**src/rtl/core/hsv_to_rgb_pixel_assert.svh**
```systemverilog
// Assertion macros shared by the pixel converter
`ifndef HSV_TO_RGB_PIXEL_ASSERT_SVH
`define HSV_TO_RGB_PIXEL_ASSERT_SVH

// a holds in a cycle -> b holds in the same cycle
`define HSV_ASSERT_SAME(label, clk, rst_n, a, b, msg) \
    label: assert property (@(posedge clk) disable iff (!rst_n) (a) |-> (b)) else $error(msg);

// a holds in a cycle -> b holds in the next cycle
`define HSV_ASSERT_NEXT(label, clk, rst_n, a, b, msg) \
    label: assert property (@(posedge clk) disable iff (!rst_n) (a) |=> (b)) else $error(msg);

`endif

```
**src/rtl/core/hsv2rgb_pkg.sv**
```systemverilog
package hsv2rgb_pkg;

    // pipeline depth: sector/clamp, s*m, v*t, divide by 15 and saturate
    localparam int NUM_STAGES = 4;

    // hue arithmetic, in units of 1/64 degree (3840 per sector of 60 degrees)
    localparam logic [15:0] HUE_WRAP    = 16'd23040;
    localparam logic [15:0] HUE_WRAP2   = 16'd46080;
    localparam logic [14:0] FALL_END    = 15'd15360;
    localparam logic [14:0] SECTOR_K    = 15'd3840;
    localparam logic [11:0] SECTOR_M    = 12'd3840;

    // per-channel hue offsets (n * 3840 for n = 5, 3, 1)
    localparam logic [15:0] RED_OFFSET   = 16'd19200;
    localparam logic [15:0] GREEN_OFFSET = 16'd11520;
    localparam logic [15:0] BLUE_OFFSET  = 16'd3840;

    // fractions over 65536
    localparam logic [16:0] FRAC_ONE = 17'd65536;

    // 65536 * 3840
    localparam logic [27:0] T_FULL = 28'd251658240;

    // floor(p / 15) = (p * 8739) >> 17 for p below 10082
    localparam logic [13:0] RECIP_15    = 14'd8739;
    localparam int          RECIP_SHIFT = 17;

    localparam logic [7:0] CHAN_MAX = 8'd255;

    typedef struct packed {
        logic [14:0] hue;
        logic [16:0] sat;
        logic [16:0] val;
    } hsv_pixel_t;

    typedef struct packed {
        logic [7:0] red;
        logic [7:0] green;
        logic [7:0] blue;
    } rgb_pixel_t;

    // stage load enables and stage valid bits
    typedef struct packed {
        logic [NUM_STAGES-1:0] en;
        logic [NUM_STAGES-1:0] vld;
    } pipe_ctl_t;

endpackage

```
**src/rtl/core/hsv2rgb_chan.sv**
```systemverilog
module hsv2rgb_chan (
    input  logic                   clk,
    input  hsv2rgb_pkg::pipe_ctl_t ctl,
    input  logic [14:0]            hue,
    input  logic [16:0]            sat,
    input  logic [16:0]            val,
    input  logic [15:0]            sector_offset,
    output logic [7:0]             chan
);

    // stage 1: hue position within the six sectors and the clamp term
    logic [15:0] pos_sum;
    logic [15:0] pos_wrapped;
    logic [14:0] pos_k;
    logic [14:0] fall_k;
    logic [14:0] min_k;
    logic [11:0] m_next;
    logic [11:0] m_reg;
    logic [16:0] sat1_reg;
    logic [16:0] val1_reg;

    always_comb
    begin
        pos_sum = {1'b0, hue} + sector_offset;
        if (pos_sum >= hsv2rgb_pkg::HUE_WRAP2)
        begin
            pos_wrapped = pos_sum - hsv2rgb_pkg::HUE_WRAP2;
        end
        else if (pos_sum >= hsv2rgb_pkg::HUE_WRAP)
        begin
            pos_wrapped = pos_sum - hsv2rgb_pkg::HUE_WRAP;
        end
        else
        begin
            pos_wrapped = pos_sum;
        end
        pos_k  = pos_wrapped[14:0];
        fall_k = hsv2rgb_pkg::FALL_END - pos_k;
        min_k  = (pos_k < fall_k) ? pos_k : fall_k;
        if (pos_k >= hsv2rgb_pkg::FALL_END)
        begin
            m_next = '0;
        end
        else if (min_k > hsv2rgb_pkg::SECTOR_K)
        begin
            m_next = hsv2rgb_pkg::SECTOR_M;
        end
        else
        begin
            m_next = min_k[11:0];
        end
    end

    always_ff @(posedge clk)
    begin
        if (ctl.en[0])
        begin
            m_reg    <= m_next;
            sat1_reg <= sat;
            val1_reg <= val;
        end
    end

    // stage 2: t = 65536*3840 - s*m
    logic [28:0] sm_prod;
    logic [27:0] t_next;
    logic [27:0] t_reg;
    logic [16:0] val2_reg;

    assign sm_prod = sat1_reg * m_reg;
    assign t_next  = hsv2rgb_pkg::T_FULL - sm_prod[27:0];

    always_ff @(posedge clk)
    begin
        if (ctl.en[1])
        begin
            t_reg    <= t_next;
            val2_reg <= val1_reg;
        end
    end

    // stage 3: v*t, keep the part above 2^32 (at most 3840)
    logic [44:0] vt_prod;
    logic [11:0] p_reg;

    assign vt_prod = val2_reg * t_reg;

    always_ff @(posedge clk)
    begin
        if (ctl.en[2])
        begin
            p_reg <= vt_prod[43:32];
        end
    end

    // stage 4: divide by 15 through the reciprocal, cap at 255
    logic [25:0] q_prod;
    logic [8:0]  q;
    logic [7:0]  chan_next;
    logic [7:0]  chan_reg;

    always_comb
    begin
        q_prod    = p_reg * hsv2rgb_pkg::RECIP_15;
        q         = q_prod[hsv2rgb_pkg::RECIP_SHIFT +: 9];
        chan_next = q[8] ? hsv2rgb_pkg::CHAN_MAX : q[7:0];
    end

    always_ff @(posedge clk)
    begin
        if (ctl.en[3])
        begin
            chan_reg <= chan_next;
        end
    end

    assign chan = chan_reg;

endmodule

```
**config.mk**
```make
export PLATFORM = sky130hd
export DESIGN_NAME = hsv2rgb_chan
export DESIGN_NICKNAME = d
export VERILOG_FILES = /design/src/rtl/core/hsv_to_rgb_pixel_assert.svh /design/src/rtl/core/hsv2rgb_pkg.sv /design/src/rtl/core/hsv2rgb_chan.sv
export SDC_FILE = /design/constraint.sdc
export NUM_CORES = 2
export LEC_CHECK = 0
export BUFFER_PORTS_ARGS = -buffer_cell sky130_fd_sc_hd__buf_2
export CAP_MARGIN = 20
export CORE_MARGIN = 4
export CORE_UTILIZATION = 50
export DETAILED_ROUTE_END_ITERATION = 8
export PLACE_DENSITY = 0.72
export RECOVER_POWER = 50
export SETUP_SLACK_MARGIN = 0.3
export SYNTH_ARGS = -nofsm -noshare
export SYNTH_HDL_FRONTEND = slang
export SYNTH_SLANG_ARGS = --single-unit
```
**constraint.sdc**
```tcl
create_clock -name clk -period 11.1 [get_ports clk]
set_input_delay 0.555 -clock clk [delete_from_list [all_inputs] [get_ports clk]]
set_output_delay 0.555 -clock clk [all_outputs]
set_load 0.02 [all_outputs]
```
Word level (Yosys, flattened, before mapping)
Cells that the tools add are included.

$add $sub $neg: 5. $mul: 3. Magnitude comparators: 5. Mux-type cells: 4. Reductions and logical operators: 1.

Operators by type and width (count): $mux 15 (3); $mul 17x28->44 (1); $mul 17x12->28 (1); $sub 28x28->28 const A (1); $mul 12x14->26 const B (1); $add 15x16->16 (1); $ge 16x15->1 const B (1); $ge 16x16->1 const B (1); $ge 15x14->1 const B (1); $gt 15x12->1 const B (1); $lt 15x15->1 (1); $sub 14x15->15 const A (1); $sub 15x14->15 const B (1); $sub 15x15->15 const B (1); $mux 12 (1); $reduce_or 2->1 (1).

Register bits after elaboration: 111. Input port bits: 74. Output and inout port bits: 8. Logic and storage cells: 26.

Depth between registers and ports, before layout
Depth after elaboration: 9. Gate-level depth with buffers: 28. Mapped depth without buffers: 26.

Worst setup path before layout
No wires, ideal clock.

Kind: register to register. Start: reg val2_reg[2]. End: reg p_reg[11], data pin. Setup time: 0.260 ns. Arrival: 6.353 ns. Required time: 10.840 ns. Path slack: 4.487 ns. Stages on the path, launching flop included: 27. Buffers on the path: 2. Period minus slack after synthesis: 6.613 ns. Cell sequence: edfxtp_1 clkbuf_1 clkbuf_1 nand2_1 fa_1 inv_1 fa_1 fa_1 fa_1 inv_1 fa_1 inv_1 fa_1 ha_1 a21o_1 a21o_1 a21o_1 a21o_1 a21oi_1 o211ai_1 nand3_1 nand3_1 a31o_2 o41ai_1 o21ba_2 o21bai_1 xnor2_1.

Longest elaborated chain between the ends: 1.

Ends and longest elaborated chain: from (decl) (RTL line hsv2rgb_chan.sv:68) `logic [16:0] val2_reg;`; from (signal assigned) (RTL line hsv2rgb_chan.sv:78) `val2_reg <= val1_reg;`; $mul 17x28->44 (RTL line hsv2rgb_chan.sv:86) `assign vt_prod = val2_reg * t_reg;`; net vt_prod[43] (RTL line hsv2rgb_chan.sv:83) `logic [44:0] vt_prod;`; to (signal assigned) (RTL line hsv2rgb_chan.sv:92) `p_reg <= vt_prod[43:32];`; to (decl) (RTL line hsv2rgb_chan.sv:84) `logic [11:0] p_reg;`.

The timed path passes the listed nets, and every way through them passes these cells. A chain may end at the register's enable or synchronous reset.

Worst setup path in the final report
Start: reg t_reg[10]. End: reg p_reg[11], data pin.

Longest elaborated chain between the ends: 1.

Ends and longest elaborated chain: from (decl) (RTL line hsv2rgb_chan.sv:67) `logic [27:0] t_reg;`; from (signal assigned) (RTL line hsv2rgb_chan.sv:77) `t_reg <= t_next;`; $mul 17x28->44 (RTL line hsv2rgb_chan.sv:86); net vt_prod[43] (RTL line hsv2rgb_chan.sv:83).

The timed path passes the listed nets, and every way through them passes these cells.

==> results_dict.tcl <==
set metrics [dict create \
    finalSetupTns_ns 0 \
    clock_tree.buffer_depth 2 \
    htree_levels 3 \
    cts_inserted_buffers 9 \
    startpoint_of_the_lowest_slack_register_to_register_path "t_reg[10]$_DFFE_PP_" \
    die_width_um 243 \
    finalNetCount 3804 \
    antennaDiodeCount 0 \
    root_buffer "sky130_fd_sc_hd__clkbuf_16" \
    grt_use_met1 0.274 \
    crit_start "t_reg[10]$_DFFE_PP_" \
    globalRouteMet3Util 0.0319 \
    final_cell_mix "sky130_fd_sc_hd__inv_1 (643), sky130_fd_sc_hd__fa_1 (557), sky130_fd_sc_hd__nand2_1 (451)" \
    timing.hold.worst.start "val[2]" \
    detailedRoute.firstPassIterationCount 6 \
    finalCritPeriodShare 0.681 \
    fin_worst_skew_ns 0.0177 \
    synth-warning-count 0 \
    worst-setup-path-type "reg2reg" \
    cts_sinks 111 \
    global_route.usage.total 0.215 \
    count_of_buffers_added_by_post_cts_timing_repair_for_setup 0 \
    global_route_met2_usage 0.379 \
    cts-resized-gates 0 \
    violations_in_the_final_reports "max-capacitance violations, max-slew violations" \
    synthesis.area_um2 27600 \
    drt_wl_total_um 60800 \
    drt_iter0_markers 1038 \
    synthArstFlopShare 0 \
    holdCritPathClass "in2reg" \
    grt_overflow 0 \
    drc 0 \
    avgViaCountPerCell 5.42 \
    finalSetupViolations 0 \
    synthesis.instances 2922 \
    drive_above_1_share 0.0493 \
    chipHeight_um 243 \
    postSynthAreaPerCell_um2 9.44 \
    worst_path_maximum_fanout 17 \
    synth-seq-area-share 0.121 \
    placer_congestion_estimate 0.870 \
    via_count_of_the_first_global_routing_pass 21700 \
    clock_latency_ns 0.40 \
    ant_nets 0 \
    crit_arrival_ns 7.71 \
    final_cells 3597 \
    run_status "complete, but fails checks" \
    global_route.peak_usage_layer "met2" \
    final-seq-area_um2 3330 \
    max_slew_margin -0.330 \
    io_pins 82 \
    hold_violations 0 \
    detailedPlacementHpwl_um 47200 \
    timing.final.max_slew_violations 39 \
    cap_viol_max_count 1 \
    finalWorstPathRequiredPeriod_ns 7.56 \
    cts.clk_slew.worst_paths_ns 0.09 \
    ys_types 91 \
    multi_input_comb_area_um2 21300 \
    fmax_ghz 0.132 \
    cp-end-kind "flop" \
    coreArea_um2 54200 \
    synth.ff_latch_count 111 \
    areaGrowthSynthToFinish_pct 4.37 \
    vias 19500 \
    leading_cell_type_in_the_layout_fill_and_taps_excluded "sky130_fd_sc_hd__inv_1" \
    grt_max_degree 47 \
    tightest_slew_ns 2.00 \
    post_detailed_route_wirelength_per_cell_um 16.9 \
    std_cell_rows 85 \
    synth-main-ff-cell "sky130_fd_sc_hd__edfxtp_1" \
    start_util 0.509 \
    number_of_antenna_violations_at_the_first_check_in_global_routing 0 \
    post_synth_edffs 111 \
    ctsHoldBuffers 0 \
    inst_count_dp 3577 \
    design.die.area_um2 59000 \
    port-buffer-count 77 \
    grt_first_pass_wirelength_um 104000 \
    setup.worst_path.start_class "flop" \
    largest_register_ffs 28 \
    tritoncts "done" \
    crit_required_ns 11.25 \
    rsz0062_at_grt "no" \
    mappedNetlistNets 3830 \
    fillers 4805 \
]
==> per-stage QoR <==
| step | hold WS (ns) | cell area, um2 | setup slack, ns | util |
|---|---|---|---|---|
| after floorplan | 0.400 | 27600 | 4.49 | - |
| after global placement | 0.403 | 28400 | 3.72 | 0.524 |
| after detailed placement | 0.405 | 28400 | 3.61 | 0.524 |
| after CTS | 0.291 | 28700 | 3.60 | 0.530 |
| after global routing | 0.304 | 28800 | 3.29 | 0.531 |
| final | 0.319 | 28800 | 3.54 | 0.531 |
==> final timing paths <==
| kind | to | slack [ns] | cells past startpoint |
|---|---|---|---|
| worst max-delay path | p_reg[11]$_DFFE_PP_ | 3.54 | 24 |
| worst min-delay path | val1_reg[2]$_DFFE_PP_ | 0.32 | 1 |
| worst max register to register | p_reg[11]$_DFFE_PP_ | 3.54 | 24 |
| worst min register to register | val2_reg[1]$_DFFE_PP_ | 0.40 | 0 |
==> cell families after synthesis <==
logic type                 synth area share
muxes                               0.00376
buffers and inverters                 0.107
DFF                                   0.121
AOI/OAI and AO/OA                    0.0618
and+or+nand+nor                       0.157
xor gates and xnor gates             0.0197
adders and majority gates             0.530
==> layer usage <==
| metal | wire length [um] | up-vias |
|---|---|---|
| met4 | 1430 | 0 |
| li1 | - | 8831 |
| met2 | 31100 | 628 |
| met5 | 0 | - |
| met3 | 3600 | 98 |
| met1 | 24600 | 9938 |
==> worst max-delay path, cell delays in order, from the launching register on <==
cell and delay [ns]:
sky130_fd_sc_hd__edfxtp_1 0.91, sky130_fd_sc_hd__nand2_1 0.16, sky130_fd_sc_hd__fa_1 0.55, sky130_fd_sc_hd__inv_1 0.06
sky130_fd_sc_hd__fa_1 0.58, sky130_fd_sc_hd__fa_1 0.46, sky130_fd_sc_hd__fa_1 0.54, sky130_fd_sc_hd__inv_1 0.05
sky130_fd_sc_hd__fa_1 0.48, sky130_fd_sc_hd__inv_1 0.06, sky130_fd_sc_hd__fa_1 0.44, sky130_fd_sc_hd__ha_1 0.30
sky130_fd_sc_hd__a21o_1 0.16, sky130_fd_sc_hd__a21o_1 0.17, sky130_fd_sc_hd__a21o_1 0.17, sky130_fd_sc_hd__a21o_1 0.17
sky130_fd_sc_hd__a21oi_1 0.25, sky130_fd_sc_hd__o21ai_0 0.19, sky130_fd_sc_hd__nand3_1 0.26, sky130_fd_sc_hd__nand3_1 0.18
sky130_fd_sc_hd__a31o_2 0.28, sky130_fd_sc_hd__o41ai_1 0.43, sky130_fd_sc_hd__o21ba_2 0.23, sky130_fd_sc_hd__o21bai_1 0.09
sky130_fd_sc_hd__xnor2_1 0.13
==> cells in the mapped netlist (10+ instances only) <==
cell type / number / area [um2]
sky130_fd_sc_hd__a211oi_1: 10 / 75.1
sky130_fd_sc_hd__fa_1: 557 / 11200
sky130_fd_sc_hd__xor2_1: 13 / 114
sky130_fd_sc_hd__nand3_1: 20 / 100
sky130_fd_sc_hd__ha_1: 277 / 3470
sky130_fd_sc_hd__nand2_1: 451 / 1690
sky130_fd_sc_hd__o21a_1: 18 / 135
sky130_fd_sc_hd__inv_1: 643 / 2410
sky130_fd_sc_hd__nor3_1: 28 / 140
sky130_fd_sc_hd__and3_1: 12 / 75.1
sky130_fd_sc_hd__a21oi_1: 50 / 250
sky130_fd_sc_hd__and2_1: 270 / 1690
sky130_fd_sc_hd__clkbuf_1: 113 / 424
sky130_fd_sc_hd__nor2_1: 58 / 218
sky130_fd_sc_hd__a21o_1: 21 / 158
sky130_fd_sc_hd__buf_1: 16 / 60.1
sky130_fd_sc_hd__o21ai_0: 34 / 170
sky130_fd_sc_hd__xnor2_1: 46 / 403
sky130_fd_sc_hd__edfxtp_1: 111 / 3330
==> final cells by class <==
class                           instances  share of cell area
Clock buffer                           10             0.00795
Tap cell                              696              0.0302
Timing Repair Buffer                   97              0.0199
Sequential cell                       111               0.116
Inverter                              646              0.0843
Clock inverter                          6             0.00191
Multi-Input combinational cell       2031               0.740
Power is not shown: default switching activity piles up to over one toggle a cycle in this logic, so the estimate is an artifact.
