===== config.mk =====
export PLATFORM = sky130hd
export DESIGN_NAME = hsv2rgb_ctl
export DESIGN_NICKNAME = d
export VERILOG_FILES = /design/src/rtl/core/hsv_to_rgb_pixel_assert.svh /design/src/rtl/core/hsv2rgb_pkg.sv /design/src/rtl/core/hsv2rgb_ctl.sv
export SDC_FILE = /design/constraint.sdc
export NUM_CORES = 1
export LEC_CHECK = 0
export BUFFER_PORTS_ARGS = -buffer_cell sky130_fd_sc_hd__buf_2
export CAP_MARGIN = 10
export CORE_AREA = 4 4 41 43
export CTS_CLUSTER_SIZE = 14
export DETAILED_ROUTE_END_ITERATION = 8
export DIE_AREA = 0 0 45 47
export PLACE_DENSITY = 0.44
export SETUP_SLACK_MARGIN = 0.15
export SLEW_MARGIN = 20
export SYNTH_ARGS = -nofsm -noshare
export SYNTH_HDL_FRONTEND = slang
export SYNTH_SLANG_ARGS = --single-unit
export TNS_END_PERCENT = 5

===== constraint.sdc =====
create_clock -name clk -period 1.09 [get_ports clk]
set_input_delay 0.0545 -clock clk [delete_from_list [all_inputs] [get_ports clk]]
set_output_delay 0.0545 -clock clk [all_outputs]
set_load 0.1 [all_outputs]

===== src/rtl/core/hsv_to_rgb_pixel_assert.svh =====
// Assertion macros shared by the pixel converter
`ifndef HSV_TO_RGB_PIXEL_ASSERT_SVH
`define HSV_TO_RGB_PIXEL_ASSERT_SVH

// a holds in a cycle -> b holds in the same cycle
`define HSV_ASSERT_SAME(label, clk, rst_n, a, b, msg) \
    label: assert property (@(posedge clk) disable iff (!rst_n) (a) |-> (b)) else $error(msg);

// a holds in a cycle -> b holds in the next cycle
`define HSV_ASSERT_NEXT(label, clk, rst_n, a, b, msg) \
    label: assert property (@(posedge clk) disable iff (!rst_n) (a) |=> (b)) else $error(msg);

`endif


===== src/rtl/core/hsv2rgb_pkg.sv =====
package hsv2rgb_pkg;

    // pipeline depth: sector/clamp, s*m, v*t, divide by 15 and saturate
    localparam int NUM_STAGES = 4;

    // hue arithmetic, in units of 1/64 degree (3840 per sector of 60 degrees)
    localparam logic [15:0] HUE_WRAP    = 16'd23040;
    localparam logic [15:0] HUE_WRAP2   = 16'd46080;
    localparam logic [14:0] FALL_END    = 15'd15360;
    localparam logic [14:0] SECTOR_K    = 15'd3840;
    localparam logic [11:0] SECTOR_M    = 12'd3840;

    // per-channel hue offsets (n * 3840 for n = 5, 3, 1)
    localparam logic [15:0] RED_OFFSET   = 16'd19200;
    localparam logic [15:0] GREEN_OFFSET = 16'd11520;
    localparam logic [15:0] BLUE_OFFSET  = 16'd3840;

    // fractions over 65536
    localparam logic [16:0] FRAC_ONE = 17'd65536;

    // 65536 * 3840
    localparam logic [27:0] T_FULL = 28'd251658240;

    // floor(p / 15) = (p * 8739) >> 17 for p below 10082
    localparam logic [13:0] RECIP_15    = 14'd8739;
    localparam int          RECIP_SHIFT = 17;

    localparam logic [7:0] CHAN_MAX = 8'd255;

    typedef struct packed {
        logic [14:0] hue;
        logic [16:0] sat;
        logic [16:0] val;
    } hsv_pixel_t;

    typedef struct packed {
        logic [7:0] red;
        logic [7:0] green;
        logic [7:0] blue;
    } rgb_pixel_t;

    // stage load enables and stage valid bits
    typedef struct packed {
        logic [NUM_STAGES-1:0] en;
        logic [NUM_STAGES-1:0] vld;
    } pipe_ctl_t;

endpackage


===== src/rtl/core/hsv2rgb_ctl.sv =====
module hsv2rgb_ctl (
    input  logic                   clk,
    input  logic                   rst_n,
    input  logic                   hsv_valid,
    output logic                   hsv_stall,
    output logic                   rgb_valid,
    input  logic                   rgb_stall,
    output hsv2rgb_pkg::pipe_ctl_t ctl
);

    logic [hsv2rgb_pkg::NUM_STAGES-1:0] valid_reg;
    logic [hsv2rgb_pkg::NUM_STAGES-1:0] valid_next;
    logic [hsv2rgb_pkg::NUM_STAGES-1:0] en;

    // a stage loads when it is empty or its content moves on
    always_comb
    begin
        en[hsv2rgb_pkg::NUM_STAGES-1] = !valid_reg[hsv2rgb_pkg::NUM_STAGES-1] || !rgb_stall;
        for (int i = hsv2rgb_pkg::NUM_STAGES - 2; i >= 0; i--)
        begin
            en[i] = !valid_reg[i] || en[i+1];
        end
    end

    // valid bits travel with the data
    always_comb
    begin
        valid_next = valid_reg;
        if (en[0])
        begin
            valid_next[0] = hsv_valid;
        end
        for (int i = 1; i < hsv2rgb_pkg::NUM_STAGES; i++)
        begin
            if (en[i])
            begin
                valid_next[i] = valid_reg[i-1];
            end
        end
    end

    always_ff @(posedge clk or negedge rst_n)
    begin
        if (!rst_n)
        begin
            valid_reg <= '0;
        end
        else
        begin
            valid_reg <= valid_next;
        end
    end

    assign hsv_stall = !en[0];
    assign rgb_valid = valid_reg[hsv2rgb_pkg::NUM_STAGES-1];
    assign ctl.en    = en;
    assign ctl.vld   = valid_reg;

endmodule


# ---- After elaboration in Yosys (flattened, before gate mapping)
# Cells that the tools add are included.
dict set report totals {
  regBits 4
  mem_count 0
  out_inout_bits 10
  latch_bits 0
  mem_bits_ro 0
  ram_bits 0
}
dict set report classes {
  div 0
  mux 0
  n_eq_ne 0
  n_reduce_logical 10
  n_shift 0
  multipliers 0
  bitwise_logic 0
  magnitude_cmp 0
  addsub 0
}
# cell count
set op_table {}
lappend op_table {{1-bit zero test} 6}
lappend op_table {{1-bit logical OR} 4}

# ---- Depth between registers and ports, before layout
# Gate-level depths: netlist of the first run.
dict set report depth {
  word_depth 6
  ltp_mapped 2
  depth_no_buf 2
}

# ---- Worst setup path before layout of the first run
# No wires, ideal clock.
dict set report synth_path {
  path_kind {register to output}
  from {reg valid_reg[3] in the netlist's numbering}
  to {out hsv_stall}
  required_ns 1.036
  t_arrival_ns 3.054
  path_stages_with_launch 3
  slack_ns -2.019
  cell_sequence {dfrtp_1 nand4_4 nor2_1}
}
# item line
set synth_lines {}
lappend synth_lines {{from (decl)} hsv2rgb_ctl.sv:11} ;# logic [hsv2rgb_pkg::NUM_STAGES-1:0] valid_reg;
lappend synth_lines {{from (signal assigned)} hsv2rgb_ctl.sv:50} ;# valid_reg <= valid_next;
lappend synth_lines {{to (decl)} hsv2rgb_ctl.sv:5} ;# output logic hsv_stall,

==> results of run 1 <==
==> power by group <==
part | total (mW) | internal [mW] | switching, mW | leakage, nW
logic | 0.527 | 0.185 | 0.342 | 0.165
clock network | 0.202 | 0.138 | 0.0644 | 0.0150
registers | 0.192 | 0.172 | 0.0197 | 0.0410
total | 0.921 | 0.495 | 0.426 | 0.221
==> synth_stat cells (all sizes together) <==
library cell  count
nand2             2
dfrtp             4
nand4             1
or2               1
nand3             1
inv               1
nor2              1
buf               1
o21bai            1
nand2b            2
==> final cells by class <==
type                            instances  area share
Inverter                                1    0.007595
Timing Repair Buffer                   18      0.5165
Sequential cell                         4      0.2253
Clock buffer                            4     0.05316
Tap cell                               15     0.03797
Multi-Input combinational cell          9      0.1595
==> metal layers <==
layer / GRT usage / routed length [um] / up-vias
met1: 0.05263 / 203 / 82
met5: 0 / 0 / -
li1: - / - / 90
met4: 0.03509 / 0 / 0
met2: 0.09040 / 252 / 15
met3: 0.04215 / 80 / 0
==> stage by stage <==
stage	util	instance area, um^2
floorplan	-	201.4
global placement	0.3462	450.4
detailed placement	0.3462	450.4
CTS	0.3798	494.2
global route	0.3798	494.2
finish	0.3798	494.2
==> worst max path at each step <==
stage | slack [ns] | depth (start not counted) | from | endpoint
global route | -0.24 | 3 | valid_reg[2] | ctl[4]
floorplan | -0.72 | 2 | valid_reg[3] | hsv_stall
global placement | 0.05 | 3 | valid_reg[1] | ctl[4]
finish | -0.18 | 3 | valid_reg[2] | ctl[4]
detailed placement | 0.05 | 3 | valid_reg[1] | ctl[4]
CTS | -0.20 | 3 | valid_reg[2] | ctl[4]
==> timing repair <==
item / in CTS / in global routing
pin swaps: 2 / 0
hold buffers: 1 / 0
endpoints found under the hold margin: 4 / 0
setup buffers: 1 / 0
endpoints found under the setup margin: 11 / 13
gates cloned: 0 / 0
==> cells by family after synthesis <==
logic type / share of synthesized area
AO/OA/AOI/OAI: 0.04287
flip-flops: 0.5715
AND/OR/NAND/NOR: 0.3214
buffers and inverters: 0.06428
==> worst max-delay path, cell delays in order (launching register included) <==
cell and delay [ns]:
dfrtp_4 0.42, nand4_4 0.13, or2_4 0.26, buf_12 0.16
==> results_dict.tcl, run 1 <==
set metrics [dict create \
    status "finished with violations" \
    failed_checks "setup timing" \
    start_util 0.1346 \
    drt-vias-per-instance 3.667 \
    required_ns 1.04 \
    p_total_mw 0.9214 \
    hold_viol_final 0 \
    yosys_warnings 0 \
    diodes 0 \
    rows 13 \
    dp_cells 45 \
    vias 187 \
    layout.cells.non_filler 51 \
    finalMaxSlewViolations 0 \
    grt_pass1_vias 206 \
    synth_top_cell_by_area "dfrtp_1" \
    min_from "hsv_valid" \
    r2r_slack_ns 0.13 \
    synth_area_leaders "dfrtp_1, nand4_4, nand2b_1, buf_4, nand2_1" \
    netlist-cell-type-count 10 \
    setup_viol 8 \
    wl_um 536 \
    wire_per_inst_um 10.51 \
    cts.clk_slew.worst_paths_ns 0.04 \
    multi_input_area_um2 78.83 \
    cts_max_path_buffers 2 \
    cp-end-kind "primary output" \
    timing.rr.end "valid_reg[3]" \
    tightestPinTransition_ns 0.1599 \
    yosysTopAreaCellShare 0.5714 \
    globalRouteOverflowTotal 0 \
    final_antenna_net_count 0 \
    cap_violations 0 \
    fp.dieW_um 45 \
    largest_reg_flops 4 \
    nets 41 \
    cts-buffers-inserted 3 \
    grt_max_degree 5 \
    synth_area_um2 175.2 \
    ys_seq_area_frac 0.5714 \
    clk_latency_ns 0.24 \
    hold_class "in -> reg" \
    grt_antenna_before_repair 0 \
    timing.final.crit_share 1.168 \
    drive_gt1_frac 0.7500 \
    p_leak_nw 0.2208 \
    hold_end "valid_reg[0]" \
    route.detailed.drc 0 \
    whs_ns 0.02674 \
    power.density_nw_per_um2 1864 \
    fin_crit_ns 1.274 \
    ff2ff_path_depth 3 \
    mostFrequentLayoutCells "buf_12, buf_4, clkbuf_4, buf_2, dfrtp_4" \
    core_um2 1301 \
    grt_usage 0.05701 \
    dieHeight_um 47 \
    setup_ws_ns -0.1835 \
    clockRootBuffer "clkbuf_4" \
    port_buffers 13 \
    path_class "reg -> out" \
    reg2reg_from "valid_reg[3]" \
    fin_tns_setup_ns -0.9760 \
    grt_pass1_wl_um 807 \
    slew_headroom 0.8933 \
    fill_cells 143 \
    cts_tree "built" \
    dr.pass1.iters 3 \
    cts_max_level 1 \
    crit_fanout 3 \
    gp_congestion 0.6141 \
    syn_nets 19 \
    grt_setup_unrepaired "true" \
    fmax_mhz 785.2 \
    hold_path_depth 2 \
    mostFrequentLayoutCell "buf_12" \
    avgSynthCellArea_um2 11.68 \
    syn_inst 15 \
    fin_skew_ns 0.01250 \
    hpwlAfterDp_um 430.8 \
    pin_count 14 \
    ys_ff_latch 4 \
    seq_area_um2 111.4 \
    start_kind "register" \
    area_delta_synth_final_pct 182.1 \
    die_area_um2 2115 \
    crit_arrival_ns 1.22 \
    clock-sinks 4 \
    pre_cts_ws_ns 0.04721 \
    ctsResizeCount 0 \
    first_iter_violations 3 \
    ir_worst_vdd_v 0.0006862 \
]
Power figures use the tool's default switching activity.
==> inputs of run 2 (changes only) <==
==> constraint.sdc (replaced) <==
create_clock -name clk -period 1.09 [get_ports clk]
set_input_delay 0 -clock clk [delete_from_list [all_inputs] [get_ports clk]]
set_output_delay 0 -clock clk [all_outputs]
set_load 0.1 [all_outputs]
==> results_dict.tcl, run 2 (synthesis gave the netlist of run 1 again) <==
set metrics [dict create \
    dr.pass1.iters 1 \
    finalMaxSlewViolations 0 \
    dp_cells 44 \
    timing.rr.end "valid_reg[0]" \
    grt_antenna_before_repair 0 \
    cts_max_path_buffers 2 \
    core_um2 1301 \
    ff2ff_path_depth 3 \
    wire_per_inst_um 9.269 \
    mostFrequentLayoutCells "buf_12, buf_2, clkbuf_4, buf_4, dfrtp_4" \
    ir_worst_vdd_v 0.0009632 \
    path_class "reg -> out" \
    seq_area_um2 111.4 \
    cts.clk_slew.worst_paths_ns 0.04 \
    drive_gt1_frac 0.7297 \
    top_layer "met3" \
    diodes 0 \
    slew_headroom 0.6797 \
    cts_max_level 1 \
    cp-end-kind "primary output" \
    nets 42 \
    grt_setup_unrepaired "true" \
    fp.dieW_um 45 \
    status "finished with violations" \
    mostFrequentLayoutCell "buf_12" \
    power.clock.fraction 0.215 \
    hold_viol_final 0 \
    rows 13 \
    port_buffers 13 \
    clockRootBuffer "clkbuf_4" \
    crit_fanout 3 \
    globalRouteOverflowTotal 0 \
    crit_arrival_ns 1.21 \
    fin_skew_ns 0.01235 \
    cap_violations 0 \
    p_leak_nw 0.2209 \
    power.density_nw_per_um2 1848 \
    cts-buffers-inserted 3 \
    grt_pass1_wl_um 828 \
    timing.final.crit_share 1.110 \
    failed_checks "setup timing" \
    final_core_utilization 0.3788 \
    crit_end "ctl[4]" \
    grt_pass1_vias 200 \
    pin_count 14 \
    p_sw_frac 0.4602 \
    dpl-instance-area_um2 427.9 \
    fill_cells 133 \
    layout.cells.non_filler 52 \
    cp-startpoint "valid_reg[2]" \
    p_int_mw 0.4918 \
    drt-met1-wl_um 163 \
    required_ns 1.09 \
    clk_latency_ns 0.24 \
    fin_area_um2 493.0 \
    wl_um 482 \
    die_area_um2 2115 \
    grt_max_degree 5 \
    reg2reg_from "valid_reg[2]" \
    multi_input_area_um2 78.83 \
    clock-sinks 4 \
    final_antenna_net_count 0 \
    route.detailed.drc 0 \
    power.switching_mw 0.4194 \
    drt-vias-per-instance 3.558 \
    grt_usage 0.06017 \
    power_frac_comb 0.577 \
    largest_reg_flops 4 \
    start_util 0.1346 \
    setup_ws_ns -0.1194 \
    tightestPinTransition_ns 0.4838 \
    area_delta_synth_final_pct 181.4 \
    fin_crit_ns 1.209 \
    gp_congestion 0.6061 \
    seq_power_share 0.208 \
    start_kind "register" \
    r2r_slack_ns 0.15 \
    fmax_mhz 826.9 \
    hold_class "in -> reg" \
    cts_tree "built" \
    vias 185 \
    whs_ns 0.08613 \
    setup_viol 3 \
    wl_met2_um 220 \
    dieHeight_um 47 \
    met3WireLength_um 99 \
    first_iter_violations 0 \
]
==> run 2: cell count changes in the layout (fill, tap and decap cells not counted), sizes merged <==
cell / before / now
dlygate4sd3: 1 / 2
==> run 2: how the worst min path moves through the flow <==
| stage | cells after the start | endpoint | startpoint |
|---|---|---|---|
| 2_1_floorplan | 0 | valid_reg[0] | rst_n |
| 3_3_place_gp | 1 | valid_reg[0] | rst_n |
| 3_5_place_dp | 1 | valid_reg[0] | rst_n |
| 4_1_cts | 3 | valid_reg[2] | rgb_stall |
| 5_1_grt | 2 | valid_reg[3] | rst_n |
| 6_report | 3 | valid_reg[2] | rgb_stall |
==> run 2: repair_timing <==
action,CTS,global route
pin swaps,1,0
hold buffers,2,0
endpoints found under the setup margin,11,13
endpoints found under the hold margin,5,0
gates cloned,0,0
resized for setup,1,0
setup buffers,2,0
==> run 2: layout make-up <==
cell class              instances  share of cell area
multi-input cells               9              0.1599
inverters                       1            0.007614
flip-flops and latches          4              0.2259
repair buffers                 19              0.5152
well taps                      15             0.03807
clock buffers                   4             0.05330
==> run 2: critical path: stages, from the launching register on <==
cell and delay [ns]:
dfrtp_4 0.42, nand4_4 0.13, or2_4 0.26, buf_12 0.16
==> run 2: power by group through the flow <==
stage / clock [mW] / sequential [mW] / combinational, mW
CTS: 0.209 / 0.190 / 0.530
floorplan: 0 / 0.306 / 0.206
detailed placement: 0 / 0.199 / 0.500
finish: 0.196 / 0.189 / 0.526
global placement: 0 / 0.198 / 0.498
global route: 0.227 / 0.192 / 0.540
==> run 2: stage by stage <==
step	setup WS (ns)	power, mW	TNS, ns
floorplan	-0.6614	0.5123	-3.048
global placement	0.08928	0.6959	0
detailed placement	0.07912	0.6998	0
CTS	-0.1398	0.9291	-0.3268
global route	-0.1666	0.9588	-0.4529
finish	-0.1194	0.9112	-0.2581
==> run 2: per-layer routing <==
metal  vias to the layer above  GRT usage
met2                        15    0.09040
met3                         0    0.06130
li1                         92          -
met4                         0    0.01754
met5                         -          0
met1                        78    0.05721
